===== config.mk =====
export PLATFORM = sky130hd
export DESIGN_NAME = plc_frame_deframer
export DESIGN_NICKNAME = d
export VERILOG_FILES = /design/src/hdl/plcfd_pkg.sv /design/src/hdl/plc_frame_deframer.sv /design/src/hdl/plcfd_core.sv /design/src/hdl/plcfd_outreg.sv
export SDC_FILE = /design/constraint.sdc
export NUM_CORES = 1
export LEC_CHECK = 0
export ABC_AREA = 1
export BUFFER_PORTS_ARGS = -buffer_cell sky130_fd_sc_hd__buf_2
export CORE_AREA = 2 2 141 143
export DETAILED_ROUTE_END_ITERATION = 16
export DIE_AREA = 0 0 143 145
export PLACE_DENSITY = 0.75
export SLEW_MARGIN = 20
export SYNTH_ARGS = -nofsm -noshare
export SYNTH_HDL_FRONTEND = slang
export SYNTH_SLANG_ARGS = --single-unit

===== constraint.sdc =====
create_clock -name i_clk -period 5.1 [get_ports i_clk]
set_clock_uncertainty 0.15 [all_clocks]
set_input_delay 1.02 -clock i_clk [delete_from_list [all_inputs] [get_ports i_clk]]
set_output_delay 1.02 -clock i_clk [all_outputs]
set_load 0.02 [all_outputs]

===== src/hdl/plcfd_pkg.sv =====
// Shared types and constants of the frame deframer.
package plcfd_pkg;

    localparam logic [7:0] START_BYTE    = 8'h68;
    localparam logic [7:0] END_BYTE      = 8'h16;
    localparam logic [7:0] PREAMBLE_BYTE = 8'hFE;
    localparam int         ADDR_FLAG_BIT = 2;      // bit of the 0x04 mask

    localparam logic [1:0] PRE_LAST = 2'd3;        // fourth preamble byte

    // Byte positions counted from the start byte (position 0).
    localparam int POS_LEN_LO = 1;
    localparam int POS_LEN_HI = 2;
    localparam int POS_CTRL   = 3;
    localparam int POS_INFO0  = 4;
    localparam int SRC_FIRST  = 10;
    localparam int SRC_BYTES  = 6;
    localparam int HDR_PLAIN  = 10;                // AFN position without addresses
    localparam int HDR_ADDR   = 22;                // AFN position with addresses
    localparam int LEN_MARGIN = 5;                 // AFN, FN, checksum and end byte

    typedef enum logic [1:0] {
        PH_HUNT,
        PH_NEED_START,
        PH_FRAME
    } t_phase;

    typedef enum logic [1:0] {
        KIND_DATA   = 2'd0,
        KIND_ACCEPT = 2'd1,
        KIND_REJECT = 2'd2
    } t_kind;

    localparam logic [2:0] ERR_NONE     = 3'd0;
    localparam logic [2:0] ERR_NO_START = 3'd1;
    localparam logic [2:0] ERR_SHORT    = 3'd2;
    localparam logic [2:0] ERR_SUM      = 3'd3;
    localparam logic [2:0] ERR_END      = 3'd4;

    typedef struct packed {
        t_kind       kind;
        logic [7:0]  payload;
        logic [7:0]  afn;
        logic [15:0] fn;
        logic        has_addr;
        logic [47:0] source;
        logic [2:0]  err;
    } t_result;

endpackage


===== src/hdl/plc_frame_deframer.sv =====
// Top level of the byte-serial power line carrier frame deframer.
// A byte reaches the output through the input register and then the result register.
// Throughput: one byte per cycle while the result channel keeps taking results;
// set by the single input register feeding the parser and the single result register.
// Reset (i_rst_n low, synchronous) returns to hunt, clears all held frame
// fields to zero and empties the input and result registers.
module plc_frame_deframer (
    input  logic        i_clk,
    input  logic        i_rst_n,
    // byte input channel
    input  logic        i_rx_valid,
    output logic        o_rx_ready,
    input  logic [7:0]  i_rx_byte,
    // result channel
    output logic        o_res_valid,
    input  logic        i_res_ready,
    output logic [1:0]  o_result_kind,
    output logic [7:0]  o_payload_byte,
    output logic [7:0]  o_app_function,
    output logic [15:0] o_data_unit_id,
    output logic        o_has_address,
    output logic [47:0] o_source_address,
    output logic [2:0]  o_error_code
);

    // Input register: holds one byte so that a new transaction can be taken
    // while a finished result still waits on the output side.
    logic       r_in_valid, n_in_valid;
    logic [7:0] r_in_byte;

    logic               w_rx_take;
    logic               w_advance;
    logic               w_core_valid;
    plcfd_pkg::t_result w_core_res;
    logic               w_out_valid;
    plcfd_pkg::t_result w_out_res;

    // Advance the parser whenever a byte is held and the result register is free or draining.
    assign w_advance  = r_in_valid && (!w_out_valid || i_res_ready);
    assign o_rx_ready = !r_in_valid || w_advance;
    assign w_rx_take  = i_rx_valid && o_rx_ready;

    always_comb begin
        n_in_valid = r_in_valid;
        if (w_rx_take) begin
            n_in_valid = 1'b1;
        end else if (w_advance) begin
            n_in_valid = 1'b0;
        end
    end

    always_ff @(posedge i_clk) begin
        if (!i_rst_n) begin
            r_in_valid <= 1'b0;
        end else begin
            r_in_valid <= n_in_valid;
        end
    end

    always_ff @(posedge i_clk) begin
        if (w_rx_take) begin
            r_in_byte <= i_rx_byte;
        end
    end

    // Parser: one byte per step, at most one result per step.
    plcfd_core u_core (
        .i_clk       (i_clk),
        .i_rst_n     (i_rst_n),
        .i_step      (w_advance),
        .i_byte      (r_in_byte),
        .o_res_valid (w_core_valid),
        .o_res       (w_core_res)
    );

    // Result register: load only when the parser produces a transaction.
    plcfd_outreg u_outreg (
        .i_clk   (i_clk),
        .i_rst_n (i_rst_n),
        .i_load  (w_advance && w_core_valid),
        .i_res   (w_core_res),
        .i_ready (i_res_ready),
        .o_valid (w_out_valid),
        .o_res   (w_out_res)
    );

    assign o_res_valid      = w_out_valid;
    assign o_result_kind    = w_out_res.kind;
    assign o_payload_byte   = w_out_res.payload;
    assign o_app_function   = w_out_res.afn;
    assign o_data_unit_id   = w_out_res.fn;
    assign o_has_address    = w_out_res.has_addr;
    assign o_source_address = w_out_res.source;
    assign o_error_code     = w_out_res.err;

endmodule


===== src/hdl/plcfd_core.sv =====
// Frame parser: phase tracking, header capture, checksum and result decode.
module plcfd_core (
    input  logic              i_clk,
    input  logic              i_rst_n,
    input  logic              i_step,
    input  logic [7:0]        i_byte,
    output logic              o_res_valid,
    output plcfd_pkg::t_result o_res
);

    plcfd_pkg::t_phase r_phase, n_phase;
    logic [1:0]  r_run, n_run;
    logic [15:0] r_pos, n_pos;
    logic [15:0] r_len, n_len;
    logic [7:0]  r_sum, n_sum;
    logic        r_flag, n_flag;
    logic [7:0]  r_afn, n_afn;
    logic [15:0] r_fn, n_fn;
    logic [47:0] r_src, n_src;

    logic [15:0] w_h;
    logic [15:0] w_hdr_last;
    logic [15:0] w_cks_pos;
    logic        w_start, w_pre, w_in_hdr, w_hdr_end, w_short;
    logic        w_in_body, w_at_cks, w_sum_bad;
    logic        w_res_valid;
    plcfd_pkg::t_kind w_kind;
    logic [7:0]  w_payload;
    logic [2:0]  w_err;

    assign w_start    = (i_byte == plcfd_pkg::START_BYTE);
    assign w_pre      = (i_byte == plcfd_pkg::PREAMBLE_BYTE);
    assign w_h        = r_flag ? 16'(plcfd_pkg::HDR_ADDR) : 16'(plcfd_pkg::HDR_PLAIN);
    assign w_hdr_last = w_h + 16'd2;
    assign w_in_hdr   = (r_pos <= w_hdr_last);
    assign w_hdr_end  = (r_pos == w_hdr_last);
    assign w_short    = (r_len < (w_h + 16'(plcfd_pkg::LEN_MARGIN)));
    assign w_cks_pos  = r_len - 16'd2;
    assign w_in_body  = (r_pos < w_cks_pos);
    assign w_at_cks   = (r_pos == w_cks_pos);
    assign w_sum_bad  = (i_byte != r_sum);

    // Next phase.
    always_comb begin
        n_phase = r_phase;
        if (i_step) begin
            case (r_phase)
                plcfd_pkg::PH_HUNT: begin
                    if (w_start) begin
                        n_phase = plcfd_pkg::PH_FRAME;
                    end else if (w_pre && (r_run == plcfd_pkg::PRE_LAST)) begin
                        n_phase = plcfd_pkg::PH_NEED_START;
                    end
                end
                plcfd_pkg::PH_NEED_START: begin
                    n_phase = w_start ? plcfd_pkg::PH_FRAME : plcfd_pkg::PH_HUNT;
                end
                plcfd_pkg::PH_FRAME: begin
                    if (w_in_hdr ? (w_hdr_end && w_short)
                                 : (!w_in_body && (!w_at_cks || w_sum_bad))) begin
                        n_phase = plcfd_pkg::PH_HUNT;
                    end
                end
                default: begin
                    n_phase = plcfd_pkg::PH_HUNT;
                end
            endcase
        end
    end

    // Datapath and result decode.
    always_comb begin
        n_run       = r_run;
        n_pos       = r_pos;
        n_len       = r_len;
        n_sum       = r_sum;
        n_flag      = r_flag;
        n_afn       = r_afn;
        n_fn        = r_fn;
        n_src       = r_src;
        w_res_valid = 1'b0;
        w_kind      = plcfd_pkg::KIND_DATA;
        w_payload   = 8'h00;
        w_err       = plcfd_pkg::ERR_NONE;
        if (i_step) begin
            case (r_phase)
                plcfd_pkg::PH_HUNT, plcfd_pkg::PH_NEED_START: begin
                    if (w_start) begin
                        n_run  = 2'd0;
                        n_pos  = 16'd1;
                        n_len  = 16'd0;
                        n_sum  = 8'h00;
                        n_flag = 1'b0;
                        n_afn  = 8'h00;
                        n_fn   = 16'd0;
                        n_src  = 48'd0;
                    end else if (r_phase == plcfd_pkg::PH_NEED_START) begin
                        n_run       = 2'd0;
                        n_pos       = 16'd0;
                        w_res_valid = 1'b1;
                        w_kind      = plcfd_pkg::KIND_REJECT;
                        w_err       = plcfd_pkg::ERR_NO_START;
                    end else if (w_pre) begin
                        n_run = r_run + 2'd1;  // wraps to zero on the fourth
                    end else begin
                        n_run = 2'd0;
                    end
                end
                plcfd_pkg::PH_FRAME: begin
                    n_pos = r_pos + 16'd1;
                    if (w_in_hdr) begin
                        if (r_pos >= 16'(plcfd_pkg::POS_CTRL)) begin
                            n_sum = r_sum + i_byte;
                        end
                        if (r_pos == 16'(plcfd_pkg::POS_LEN_LO)) begin
                            n_len = {8'h00, i_byte};
                        end else if (r_pos == 16'(plcfd_pkg::POS_LEN_HI)) begin
                            n_len = {i_byte, r_len[7:0]};
                        end else if (r_pos == 16'(plcfd_pkg::POS_INFO0)) begin
                            n_flag = i_byte[plcfd_pkg::ADDR_FLAG_BIT];
                        end else if (r_flag && (r_pos >= 16'(plcfd_pkg::SRC_FIRST)) &&
                                     (r_pos < 16'(plcfd_pkg::SRC_FIRST + plcfd_pkg::SRC_BYTES)))
                        begin
                            for (int k = 0; k < plcfd_pkg::SRC_BYTES; k++) begin
                                if (r_pos == 16'(plcfd_pkg::SRC_FIRST + k)) begin
                                    n_src[8*k +: 8] = i_byte;
                                end
                            end
                        end else if (r_pos == w_h) begin
                            n_afn = i_byte;
                        end else if (r_pos == (w_h + 16'd1)) begin
                            n_fn = {8'h00, i_byte};
                        end else if (w_hdr_end) begin
                            n_fn = {i_byte, r_fn[7:0]};
                            if (w_short) begin
                                n_run       = 2'd0;
                                n_pos       = 16'd0;
                                w_res_valid = 1'b1;
                                w_kind      = plcfd_pkg::KIND_REJECT;
                                w_err       = plcfd_pkg::ERR_SHORT;
                            end
                        end
                    end else if (w_in_body) begin
                        n_sum       = r_sum + i_byte;
                        w_res_valid = 1'b1;
                        w_kind      = plcfd_pkg::KIND_DATA;
                        w_payload   = i_byte;
                    end else if (w_at_cks) begin
                        if (w_sum_bad) begin
                            n_run       = 2'd0;
                            n_pos       = 16'd0;
                            w_res_valid = 1'b1;
                            w_kind      = plcfd_pkg::KIND_REJECT;
                            w_err       = plcfd_pkg::ERR_SUM;
                        end
                    end else begin
                        n_run       = 2'd0;
                        n_pos       = 16'd0;
                        w_res_valid = 1'b1;
                        if (i_byte != plcfd_pkg::END_BYTE) begin
                            w_kind = plcfd_pkg::KIND_REJECT;
                            w_err  = plcfd_pkg::ERR_END;
                        end else begin
                            w_kind = plcfd_pkg::KIND_ACCEPT;
                        end
                    end
                end
                default: begin
                    n_run = 2'd0;
                    n_pos = 16'd0;
                end
            endcase
        end
    end

    // Results carry the held fields as they stand after this byte.
    always_comb begin
        o_res_valid     = w_res_valid;
        o_res.kind      = w_kind;
        o_res.payload   = w_payload;
        o_res.afn       = n_afn;
        o_res.fn        = n_fn;
        o_res.has_addr  = n_flag;
        o_res.source    = n_src;
        o_res.err       = w_err;
    end

    always_ff @(posedge i_clk) begin
        if (!i_rst_n) begin
            r_phase <= plcfd_pkg::PH_HUNT;
            r_run   <= 2'd0;
            r_pos   <= 16'd0;
            r_len   <= 16'd0;
            r_sum   <= 8'h00;
            r_flag  <= 1'b0;
            r_afn   <= 8'h00;
            r_fn    <= 16'd0;
            r_src   <= 48'd0;
        end else begin
            r_phase <= n_phase;
            r_run   <= n_run;
            r_pos   <= n_pos;
            r_len   <= n_len;
            r_sum   <= n_sum;
            r_flag  <= n_flag;
            r_afn   <= n_afn;
            r_fn    <= n_fn;
            r_src   <= n_src;
        end
    end

endmodule


===== src/hdl/plcfd_outreg.sv =====
// Result register with valid flag on the output channel.
module plcfd_outreg (
    input  logic               i_clk,
    input  logic               i_rst_n,
    input  logic               i_load,
    input  plcfd_pkg::t_result i_res,
    input  logic               i_ready,
    output logic               o_valid,
    output plcfd_pkg::t_result o_res
);

    logic               r_valid, n_valid;
    plcfd_pkg::t_result r_res;

    always_comb begin
        n_valid = r_valid;
        if (i_load) begin
            n_valid = 1'b1;
        end else if (i_ready) begin
            n_valid = 1'b0;
        end
    end

    always_ff @(posedge i_clk) begin
        if (!i_rst_n) begin
            r_valid <= 1'b0;
        end else begin
            r_valid <= n_valid;
        end
    end

    always_ff @(posedge i_clk) begin
        if (i_load) begin
            r_res <= i_res;
        end
    end

    assign o_valid = r_valid;
    assign o_res   = r_res;

endmodule


==> flow_metrics.py, run 1 <==
metrics = {
    "outcome": {
        "status": "complete, no violations",
    },
    "critical_path": {
        "crit_family": "simple AND/OR/NAND/NOR gates",
        "timing.rr.start": "u_core.r_len[1]",
        "worst-path-buf-inv": 4,
        "crit_chain": "inv_1, ha_1, nand3_1, nor3_1, nand2_1, nor2_1, xor2_1, inv_1, ha_1, nand4_1, nor3_2, nand2_1, nor2_1, nand2_1, nand3_1, nand2_1, nand2_1, clkinv_2, buf_4",
        "startpoint": "u_core.r_len[1]",
        "arrival_ps": 4420,
        "crit_slowest_cell": "clkinv_2",
        "crit_top_cell": "nand2_1",
        "slowest_delay_ps": 430,
        "endpoint_kind": "flip-flop",
        "crit_required_ps": 5180,
        "cp_max_fo": 30,
        "path_class": "reg2reg",
        "cp-start-kind": "flip-flop",
    },
    "routing": {
        "firstDrtPassIters": 5,
        "ant_nets": 0,
        "drcViolationCount": 0,
        "post_drt_wl_per_cell_um": 15.2,
        "vias": 8133,
        "via_per_inst": 5.23,
        "wirelength_um": 23600,
        "drt_iter0_markers": 723,
    },
    "global_route": {
        "grt_max_degree": 59,
        "grt_pass1_vias": 7580,
        "grtUsageTotal": 0.227,
        "grt_first_pass_wirelength_um": 38100,
        "gr-total-overflow": 0,
        "antenna_found_initial": 0,
    },
    "sta": {
        "fmax_mhz": 230,
        "rsz0062_at_grt": "false",
        "slew_headroom": 0.369,
        "fin_tns_setup_ps": 0,
        "min_period_ps": 4340,
        "hold_viol": 0,
        "final_max_slew_viol_count": 0,
        "finalCritPeriodShare": 0.851,
        "finalSetupViolations": 0,
        "tightest_slew_ps": 946,
    },
    "logic_synthesis": {
        "synth_compound_area_frac": 0.0823,
        "post-synth-top-area-fraction": 0.283,
        "ys_types": 45,
        "synth_fa_ha_area_frac": 0.0435,
        "syn_inst": 1170,
        "synth_seq_area_share": 0.523,
        "synth-main-ff-cell": "dfxtp_1",
        "synthTopCellsByArea": "edfxtp_1 28%, dfxtp_1 24%, nand2_1 13%",
        "syn_avg_cell_area_um2": 8.51,
        "syn_nets": 1216,
        "synth_seq_cells": 213,
        "yosysWarnings": 0,
        "muxShareOfSynthArea": 0,
        "async_flop_share": 0,
        "synth_largest_area_cell": "edfxtp_1",
        "synth_edf_count": 94,
        "synth_top_family_by_area": "simple AND/OR/NAND/NOR gates",
        "synth-xor-area-share": 0.0246,
        "synth_common_cells": "343 x nand2_1, 128 x nor2_1, 119 x dfxtp_1",
        "syn-cell-area_um2": 9960,
        "synth_simple_gate_area_frac": 0.271,
        "synth_most_common_cell": "nand2_1",
    },
    "cells_and_area": {
        "final_cell_area_um2": 11500,
        "area_growth_pct": 15.4,
        "drive_gt1_frac": 0.151,
        "nNetsFinal": 1319,
        "antenna_cells": 0,
    },
    "floorplanning": {
        "die_h_um": 145,
        "die_area_um2": 20700,
        "die_x_um": 143,
        "rows": 51,
        "core_area_um2": 19200,
        "io_pins": 100,
        "initial_utilization": 0.519,
    },
    "hold_path": {
        "hp-class": "reg2reg",
        "min-delay-start": "u_core.r_sum[6]",
    },
    "power_and_ir_drop": {
        "power_density_nw_per_um2": 309,
        "cellLeakagePower_nw": 5.27,
        "vdd_drop_max_mv": 0.249,
    },
    "clock_tree": {
        "cts-root-buf": "clkbuf_16",
        "cts_resized": 0,
        "cts_buffers": 23,
        "holdBufCountCts": 0,
        "clock-sinks": 213,
        "clk_pin_slew_ps": 60,
        "clkLatencyLatePin_ps": 510,
        "tritoncts": "yes",
        "htree_levels": 1,
        "cts_setup_buffers": 0,
        "cts_buffer_depth": 3,
    },
    "placement": {
        "dp.final_hpwl_um": 16200,
        "postPlaceCellArea_um2": 10700,
        "place_congestion": 0.957,
        "io_buffers": 99,
    },
    "flow_run": {
        "cap_violations": 0,
    },
}
-- layout make-up --
class                           count  area (um^2)
Sequential cell                   213         5200
Timing Repair Buffer              110          591
Tap cell                          265          332
Clock buffer                       28          604
Inverter                          105          395
Fill cell                        1641         7710
Clock inverter                     14          173
Multi-Input combinational cell    820         4200
-- report_power, final --
part           internal (mW)  leakage [nW]  switching [mW]
clock network           1.05         0.382           0.653
registers               1.77          1.90         0.00537
logic                 0.0178          2.99          0.0628
total                   2.84          5.27           0.721
-- tightest hold or removal path, stage by stage, from the launching register on --
cell,delay [ps]
dfxtp_1,310
nand2_1,60
a21oi_1,50
-- logic make-up after synthesis --
kind of cell | Yosys count
AOI/OAI and AO/OA | 153
xor gates and xnor gates | 28
adders and majority gates | 34
buffers and inverters | 137
DFF | 213
and+or+nand+nor | 605
-- state kept, by name, summed over array words and instances (netlist names) --
name              cells
u_core.r_run          2
u_core.r_phase        2
u_outreg.o_valid      1
r_in_valid            1
u_core.r_len         16
u_core.r_afn          8
u_outreg.o_res       86
u_core.r_sum          8
r_in_byte             8
u_core.r_pos         16
u_core.r_fn          16
u_core.r_src         48
u_core.r_flag         1
-- final timing paths --
path | end | slack (ps) | cells past startpoint
max | u_outreg.o_res[82] | 760 | 19
min | u_core.r_sum[6] | 320 | 2
max reg2reg | u_outreg.o_res[82] | 760 | 19
min reg2reg | u_core.r_sum[6] | 320 | 2
-- routing by layer --
layer  GRT usage  wire, um  vias up  share of wire
met3      0.0297      1700       64          0.072
met5           0         0        -              0
li1            -         -     4063              -
met2       0.357     10700      301           0.46
met1       0.327     10400     3705           0.44
met4      0.0718       713        0          0.030
-- placed cells by master, fill, tap and decap left out, types with 2 or more instances in the layout --
cell type / count
ha_1: 33
clkinv_2: 5
o21bai_1: 3
clkinv_1: 4
o21ai_0: 22
buf_2: 99
bufinv_16: 4
dfxtp_1: 119
nand3_1: 46
nand2_2: 9
a21oi_1: 114
a21o_1: 3
nor3_1: 13
nor2_1: 128
nor4_4: 2
o211ai_1: 2
nand3b_1: 6
clkbuf_1: 4
xor2_1: 25
nand2_4: 2
inv_1: 97
xnor2_1: 3
nor2_2: 5
nor2_4: 9
a31oi_1: 2
a21oi_2: 2
edfxtp_1: 94
clkbuf_16: 23
buf_4: 10
nand2_1: 343
nand3_4: 2
nand3_2: 6
nand4_1: 27
inv_2: 7
-- metrics by stage --
step | util | power, mW | setup WS [ps] | hold WS (ps) | std cells
finish | 0.599 | 3.56 | 761 | 316 | 1555
global route | 0.599 | 3.66 | 303 | 338 | 1555
CTS | 0.599 | 3.58 | 800 | 319 | 1555
detailed placement | 0.558 | 1.89 | 830 | 310 | 1513
global placement | 0.558 | 1.89 | 919 | 303 | 1513
floorplan | - | 1.86 | 313 | 295 | 1170
No activity file was read; power rests on OpenSTA's default activity.
==> inputs of run 2 (changes only) <==
--- a/config.mk
+++ b/config.mk
@@ -5,12 +5,12 @@
 export SDC_FILE = /design/constraint.sdc
 export NUM_CORES = 1
 export LEC_CHECK = 0
-export ABC_AREA = 1
+export ABC_AREA = 0
 export BUFFER_PORTS_ARGS = -buffer_cell sky130_fd_sc_hd__buf_2
-export CORE_AREA = 2 2 141 143
+export CORE_AREA = 2 2 136 138
 export DETAILED_ROUTE_END_ITERATION = 16
-export DIE_AREA = 0 0 143 145
-export PLACE_DENSITY = 0.75
+export DIE_AREA = 0 0 138 140
+export PLACE_DENSITY = 0.76
 export SLEW_MARGIN = 20
 export SYNTH_ARGS = -nofsm -noshare
 export SYNTH_HDL_FRONTEND = slang
==> run 2 against run 1 <==
Compared with the run above:
- via count decreased by 12%
- sequential cell count unchanged
- sequential power about the same
- combinational power increased by 22%
- worst hold slack got worse by 5.1 ps
- first-iteration DRC count decreased by 12%
- die area decreased by 6.8%
- sequential share of layout area increased by 3.1 points
- cell area decreased by 6.4%
- final cell count decreased by 23%
==> flow_metrics.py, run 2 <==
metrics = {
    "outcome": {
        "status": "complete, no violations",
    },
    "critical_path": {
        "crit_family": "simple AND/OR/NAND/NOR gates",
        "endpoint_kind": "flip-flop",
        "worst-path-buf-inv": 2,
        "path_class": "reg2reg",
        "crit_required_ps": 5160,
        "crit_chain": "or4_1, or3_1, nor3_1, xnor2_1, ha_1, nand4_1, inv_1, a221o_1, a211o_1, a21oi_1, a311oi_1, nor2_4, buf_12",
        "crit_slowest_cell": "nor2_4",
        "cp_max_fo": 29,
        "slowest_delay_ps": 620,
        "arrival_ps": 4570,
        "cp-start-kind": "flip-flop",
    },
    "logic_synthesis": {
        "ys_types": 54,
        "synth_common_cells": "119 x dfxtp_1, 94 x edfxtp_1, 80 x nand2_1",
        "async_flop_share": 0,
        "synth_most_common_cell": "dfxtp_1",
        "synth_largest_area_cell": "edfxtp_1",
        "synth_seq_cells": 213,
        "syn-cell-area_um2": 9280,
        "syn_nets": 906,
        "syn_avg_cell_area_um2": 10.8,
        "synth-main-ff-cell": "dfxtp_1",
        "synthTopCellsByArea": "edfxtp_1 30%, dfxtp_1 26%, a22o_1 6.8%",
        "synth_edf_count": 94,
        "synth_seq_area_share": 0.561,
        "post-synth-top-area-fraction": 0.304,
        "syn_inst": 860,
        "yosysWarnings": 0,
    },
    "cells_and_area": {
        "antenna_cells": 0,
        "final_util": 0.606,
        "largest_register_ffs": 86,
        "layout_commonest_cell": "dfxtp_1",
        "area_growth_pct": 16.1,
        "final_cells": 1201,
        "nNetsFinal": 1002,
        "n_fill_cell": 1469,
        "layout_common_cells": "119 x dfxtp_1, 98 x buf_2, 94 x edfxtp_1, 80 x nand2_1, 72 x a22o_1",
        "drive_gt1_frac": 0.166,
    },
    "clock_tree": {
        "clock-sinks": 213,
        "cts_buffer_depth": 3,
        "cts_resized": 0,
        "tritoncts": "yes",
        "cts_setup_buffers": 0,
        "htree_levels": 1,
        "clkLatencyLatePin_ps": 530,
        "cts-root-buf": "clkbuf_16",
        "clk_pin_slew_ps": 60,
        "holdBufCountCts": 0,
        "cts_buffers": 22,
    },
    "global_route": {
        "grtUsageTotal": 0.231,
        "gr-total-overflow": 0,
        "grt_pass1_vias": 6821,
        "antenna_found_initial": 0,
        "grt_first_pass_wirelength_um": 36200,
        "grt_max_degree": 63,
    },
    "sta": {
        "min_period_ps": 4510,
        "tightest_slew_ps": 1130,
        "finalCritPeriodShare": 0.885,
        "rsz0062_at_grt": "false",
        "fmax_mhz": 222,
        "finalSetupViolations": 0,
        "hold_viol": 0,
        "slew_headroom": 0.239,
        "fin_tns_setup_ps": 0,
        "final_max_slew_viol_count": 0,
    },
    "power_and_ir_drop": {
        "total_power_mw": 3.51,
        "vdd_drop_max_mv": 0.230,
        "power_density_nw_per_um2": 326,
        "cellLeakagePower_nw": 3.87,
    },
    "floorplanning": {
        "die_h_um": 140,
        "rows": 49,
        "initial_utilization": 0.522,
        "die_area_um2": 19300,
        "io_pins": 100,
        "die_x_um": 138,
        "core_area_um2": 17800,
    },
    "flow_run": {
        "cap_violations": 0,
    },
    "routing": {
        "wirelength_um": 23000,
        "firstDrtPassIters": 5,
        "post_drt_wl_per_cell_um": 19.1,
        "drcViolationCount": 0,
        "ant_nets": 0,
        "vias": 7189,
        "via_per_inst": 5.99,
        "drt_iter0_markers": 638,
    },
    "placement": {
        "io_buffers": 99,
        "placed_cells": 1161,
        "dp.final_hpwl_um": 15100,
        "place_congestion": 0.919,
    },
    "hold_path": {
        "hp-class": "reg2reg",
    },
}
[run 2: changes by cell type after synthesis, moves of 14 or more]
cell     before  now
a21oi_1     114   30
a22o_1        0   72
and2_1        0   48
inv_1        99   12
nand2_1     343   80
nor2_1      128   66
o22ai_1       0   26
xnor2_1       3   17
[run 2: worst paths after layout]
path                    from                 end  slack [ps]  depth (start not counted)
max          u_core.r_len[7]  u_outreg.o_res[52]         590                         13
max reg2reg  u_core.r_len[7]  u_outreg.o_res[52]         590                         13
min          u_core.r_sum[2]     u_core.r_sum[2]         310                          2
min reg2reg  u_core.r_sum[2]     u_core.r_sum[2]         310                          2
[run 2: per-layer routing]
metal / routed length [um] / global-route usage
met3: 1390 / 0.0328
met5: 0 / 0
met1: 9810 / 0.309
met2: 11000 / 0.382
met4: 774 / 0.0924
[run 2: kinds of logic after synthesis]
logic type,after synthesis,share of synthesized area
AO/OA/AOI/OAI,200,0.152
XOR/XNOR,32,0.0302
adder cells (fa/ha/maj),34,0.0467
buffers and inverters,55,0.0289
flip-flops,213,0.561
multiplexers,10,0.0108
AND/OR/NAND/NOR,316,0.170
[run 2: layout make-up]
type                       count  area, um^2  area share
sequential                   213        5200       0.483
tap                          229         287      0.0266
clock inverter                12         146      0.0136
timing repair buffer         115         656      0.0609
multi-input combinational    592        3810       0.354
clock buffer                  28         613      0.0569
inverter                      12        45.0     0.00418
[run 2: where the power goes]
part           total (mW)  internal, mW  switching (mW)  leakage, nW
Clock                1.64         0.963           0.674        0.365
Sequential           1.78          1.77         0.00442         1.63
Combinational      0.0986        0.0203          0.0784         1.88
[run 2: worst register-to-register path: stages (launching register included)]
cell and delay [ps]:
dfxtp_1 360, or4_1 610, or3_1 360, nor3_1 220, xnor2_1 160, ha_1 280, nand4_1 140, inv_1 70
a221o_1 330, a211o_1 360, a21oi_1 160, a311oi_1 100, nor2_4 620, buf_12 280
[run 2: stage by stage]
| step | hold WS [ps] | worst slack (ps) | area [um^2] |
|---|---|---|---|
| 4_1_cts | 310 | 622 | 10800 |
| 3_5_place_dp | 301 | 668 | 10000 |
| 2_1_floorplan | 283 | 352 | 9280 |
| 5_1_grt | 321 | 425 | 10800 |
| 6_report | 311 | 588 | 10800 |
| 3_3_place_gp | 291 | 816 | 10000 |
==> inputs of run 3 (changes only) <==
--- a/config.mk
+++ b/config.mk
@@ -7,10 +7,10 @@
 export LEC_CHECK = 0
 export ABC_AREA = 0
 export BUFFER_PORTS_ARGS = -buffer_cell sky130_fd_sc_hd__buf_2
-export CORE_AREA = 2 2 136 138
+export CORE_AREA = 2 2 130 144
 export DETAILED_ROUTE_END_ITERATION = 16
-export DIE_AREA = 0 0 138 140
-export PLACE_DENSITY = 0.76
+export DIE_AREA = 0 0 132 146
+export PLACE_DENSITY = 0.75
 export SLEW_MARGIN = 20
 export SYNTH_ARGS = -nofsm -noshare
 export SYNTH_HDL_FRONTEND = slang
==> run 3 against run 2 <==
Compared with the run above:
- cell area is 0.99% lower
- clock power down 9%
- wire length fell by 4.1%
- via count fell by 2.4%
- critical endpoint is now u_core.r_pos[11]
==> flow_metrics.py, run 3 (synthesis results as in run 2) <==
metrics = {
    "power_and_ir_drop": {
        "p_sw_frac": 0.208,
        "power_density_nw_per_um2": 316,
        "p_clk_frac": 0.444,
        "p_comb_frac": 0.029,
        "total_power_mw": 3.37,
        "vdd_drop_max_mv": 0.210,
        "pwr-share-seq": 0.528,
        "p_sw_mw": 0.701,
        "internal_power_mw": 2.67,
        "cellLeakagePower_nw": 3.82,
    },
    "critical_path": {
        "crit_required_ps": 5360,
        "path_class": "reg2reg",
        "r2r_cells": 11,
        "endpoint_kind": "flip-flop",
        "r2r_slack_ps": 650,
        "timing.rr.start": "u_core.r_len[7]",
        "cp-start-kind": "flip-flop",
        "cp_max_fo": 13,
        "timing.rr.end": "u_core.r_pos[11]",
        "arrival_ps": 4710,
    },
    "floorplanning": {
        "initial_utilization": 0.525,
        "io_pins": 100,
        "die_area_um2": 19300,
        "rows": 51,
        "die_x_um": 132,
        "die_h_um": 146,
        "core_area_um2": 17700,
    },
    "clock_tree": {
        "cts_setup_buffers": 0,
        "clkLatencyLatePin_ps": 500,
        "cts-root-buf": "clkbuf_16",
        "tritoncts": "yes",
        "htree_levels": 1,
        "cts_buffer_depth": 3,
        "cts_resized": 0,
        "clock-sinks": 213,
        "holdBufCountCts": 0,
        "clk_pin_slew_ps": 60,
        "cts_buffers": 21,
    },
    "global_route": {
        "gr-total-overflow": 0,
        "grt_max_degree": 59,
        "grtUsageTotal": 0.221,
        "antenna_found_initial": 0,
        "grt_pass1_vias": 6476,
        "grt_first_pass_wirelength_um": 34400,
    },
    "sta": {
        "whs_ps": 312,
        "fin_tns_setup_ps": 0,
        "final_max_slew_viol_count": 0,
        "min_period_ps": 4450,
        "hold_viol": 0,
        "rsz0062_at_grt": "false",
        "finalCritPeriodShare": 0.872,
        "finalSetupViolations": 0,
        "tightest_slew_ps": 1080,
        "slew_headroom": 0.278,
        "fin_ws_ps": 653,
        "fmax_mhz": 225,
    },
    "placement": {
        "place_congestion": 0.881,
        "dp.final_hpwl_um": 14300,
        "dpl_worst_slack_ps": 755,
        "io_buffers": 99,
    },
    "cells_and_area": {
        "area_growth_pct": 14.9,
        "layout_common_cells": "119 x dfxtp_1, 99 x buf_2, 94 x edfxtp_1, 80 x nand2_1, 72 x a22o_1",
        "layout_commonest_cell": "dfxtp_1",
        "nNetsFinal": 1000,
        "drive_gt1_frac": 0.158,
        "largest_register_ffs": 86,
        "n_fill_cell": 1483,
        "antenna_cells": 0,
    },
    "routing": {
        "firstDrtPassIters": 5,
        "drcViolationCount": 0,
        "via_per_inst": 5.81,
        "post_drt_wl_per_cell_um": 18.3,
        "ant_nets": 0,
        "wirelength_um": 22000,
        "drt_iter0_markers": 809,
        "vias": 7015,
    },
    "hold_path": {
        "min-delay-start": "u_core.r_sum[5]",
        "hold_depth": 2,
        "hp-class": "reg2reg",
        "min_to": "u_core.r_sum[5]",
    },
    "outcome": {
        "status": "complete, no violations",
    },
    "flow_run": {
        "cap_violations": 0,
    },
}
==> run 3: cell types whose count changed in the layout (fill, tap and decap cells not counted), sizes merged <==
cell,delta
inv,+1
buf,-1
clkbuf,+2
clkinvlp,-2
clkinv,-3
==> run 3: worst max-delay path by stage <==
| stage | endpoint | slack [ps] | depth (start not counted) | startpoint |
|---|---|---|---|---|
| detailed placement | u_core.r_pos[11] | 760 | 11 | u_core.r_len[7] |
| CTS | u_outreg.o_res[29] | 750 | 13 | u_core.r_len[7] |
| floorplan | u_outreg.o_res[0] | 350 | 13 | u_core.r_len[7] |
| global placement | u_outreg.o_res[52] | 890 | 13 | u_core.r_len[7] |
| finish | u_core.r_pos[11] | 650 | 11 | u_core.r_len[7] |
| global route | u_core.r_pos[11] | 300 | 11 | u_core.r_len[7] |
==> run 3: power by group through the flow <==
| stage | Sequential (mW) | Clock, mW | Combinational, mW |
|---|---|---|---|
| finish | 1.78 | 1.50 | 0.0962 |
| global route | 1.78 | 1.58 | 0.101 |
| CTS | 1.78 | 1.52 | 0.0941 |
| detailed placement | 1.82 | 0 | 0.0942 |
| global placement | 1.82 | 0 | 0.0948 |
| floorplan | 1.82 | 0 | 0.0494 |
==> run 3: cell type report <==
cell class,count,area [um^2],share of cell area
clock buffer,30,569,0.0534
inverter,12,45.0,0.00423
multi-input combinational,592,3820,0.358
sequential,213,5200,0.488
timing repair buffer,114,633,0.0594
clock inverter,8,91.3,0.00857
tap,238,298,0.0279
==> run 3: per-layer routing <==
layer  global-route usage  routed length [um]  vias up
met5                    0                   0        -
met4               0.0788                 690        0
met3               0.0320                1420       46
met2                0.361               10400      282
met1                0.300                9560     3319
li1                     -                   -     3368
==> run 3: through the flow <==
| stage | util | instance area [um^2] | std cells |
|---|---|---|---|
| finish | 0.603 | 10700 | 1207 |
| detailed placement | 0.565 | 9990 | 1169 |
| floorplan | - | 9280 | 860 |
| CTS | 0.603 | 10700 | 1207 |
| global route | 0.603 | 10700 | 1207 |
| global placement | 0.565 | 9990 | 1169 |
==> run 3: worst max-delay path: stages (launching register included) <==
cell	delay (ps)
dfxtp_1	350
or4_1	590
or3_1	350
nor3_1	220
xnor2_1	110
ha_1	310
nand4_1	160
nor4_1	710
nand2b_1	200
a311oi_1	530
o21ai_1	420
a21oi_1	260
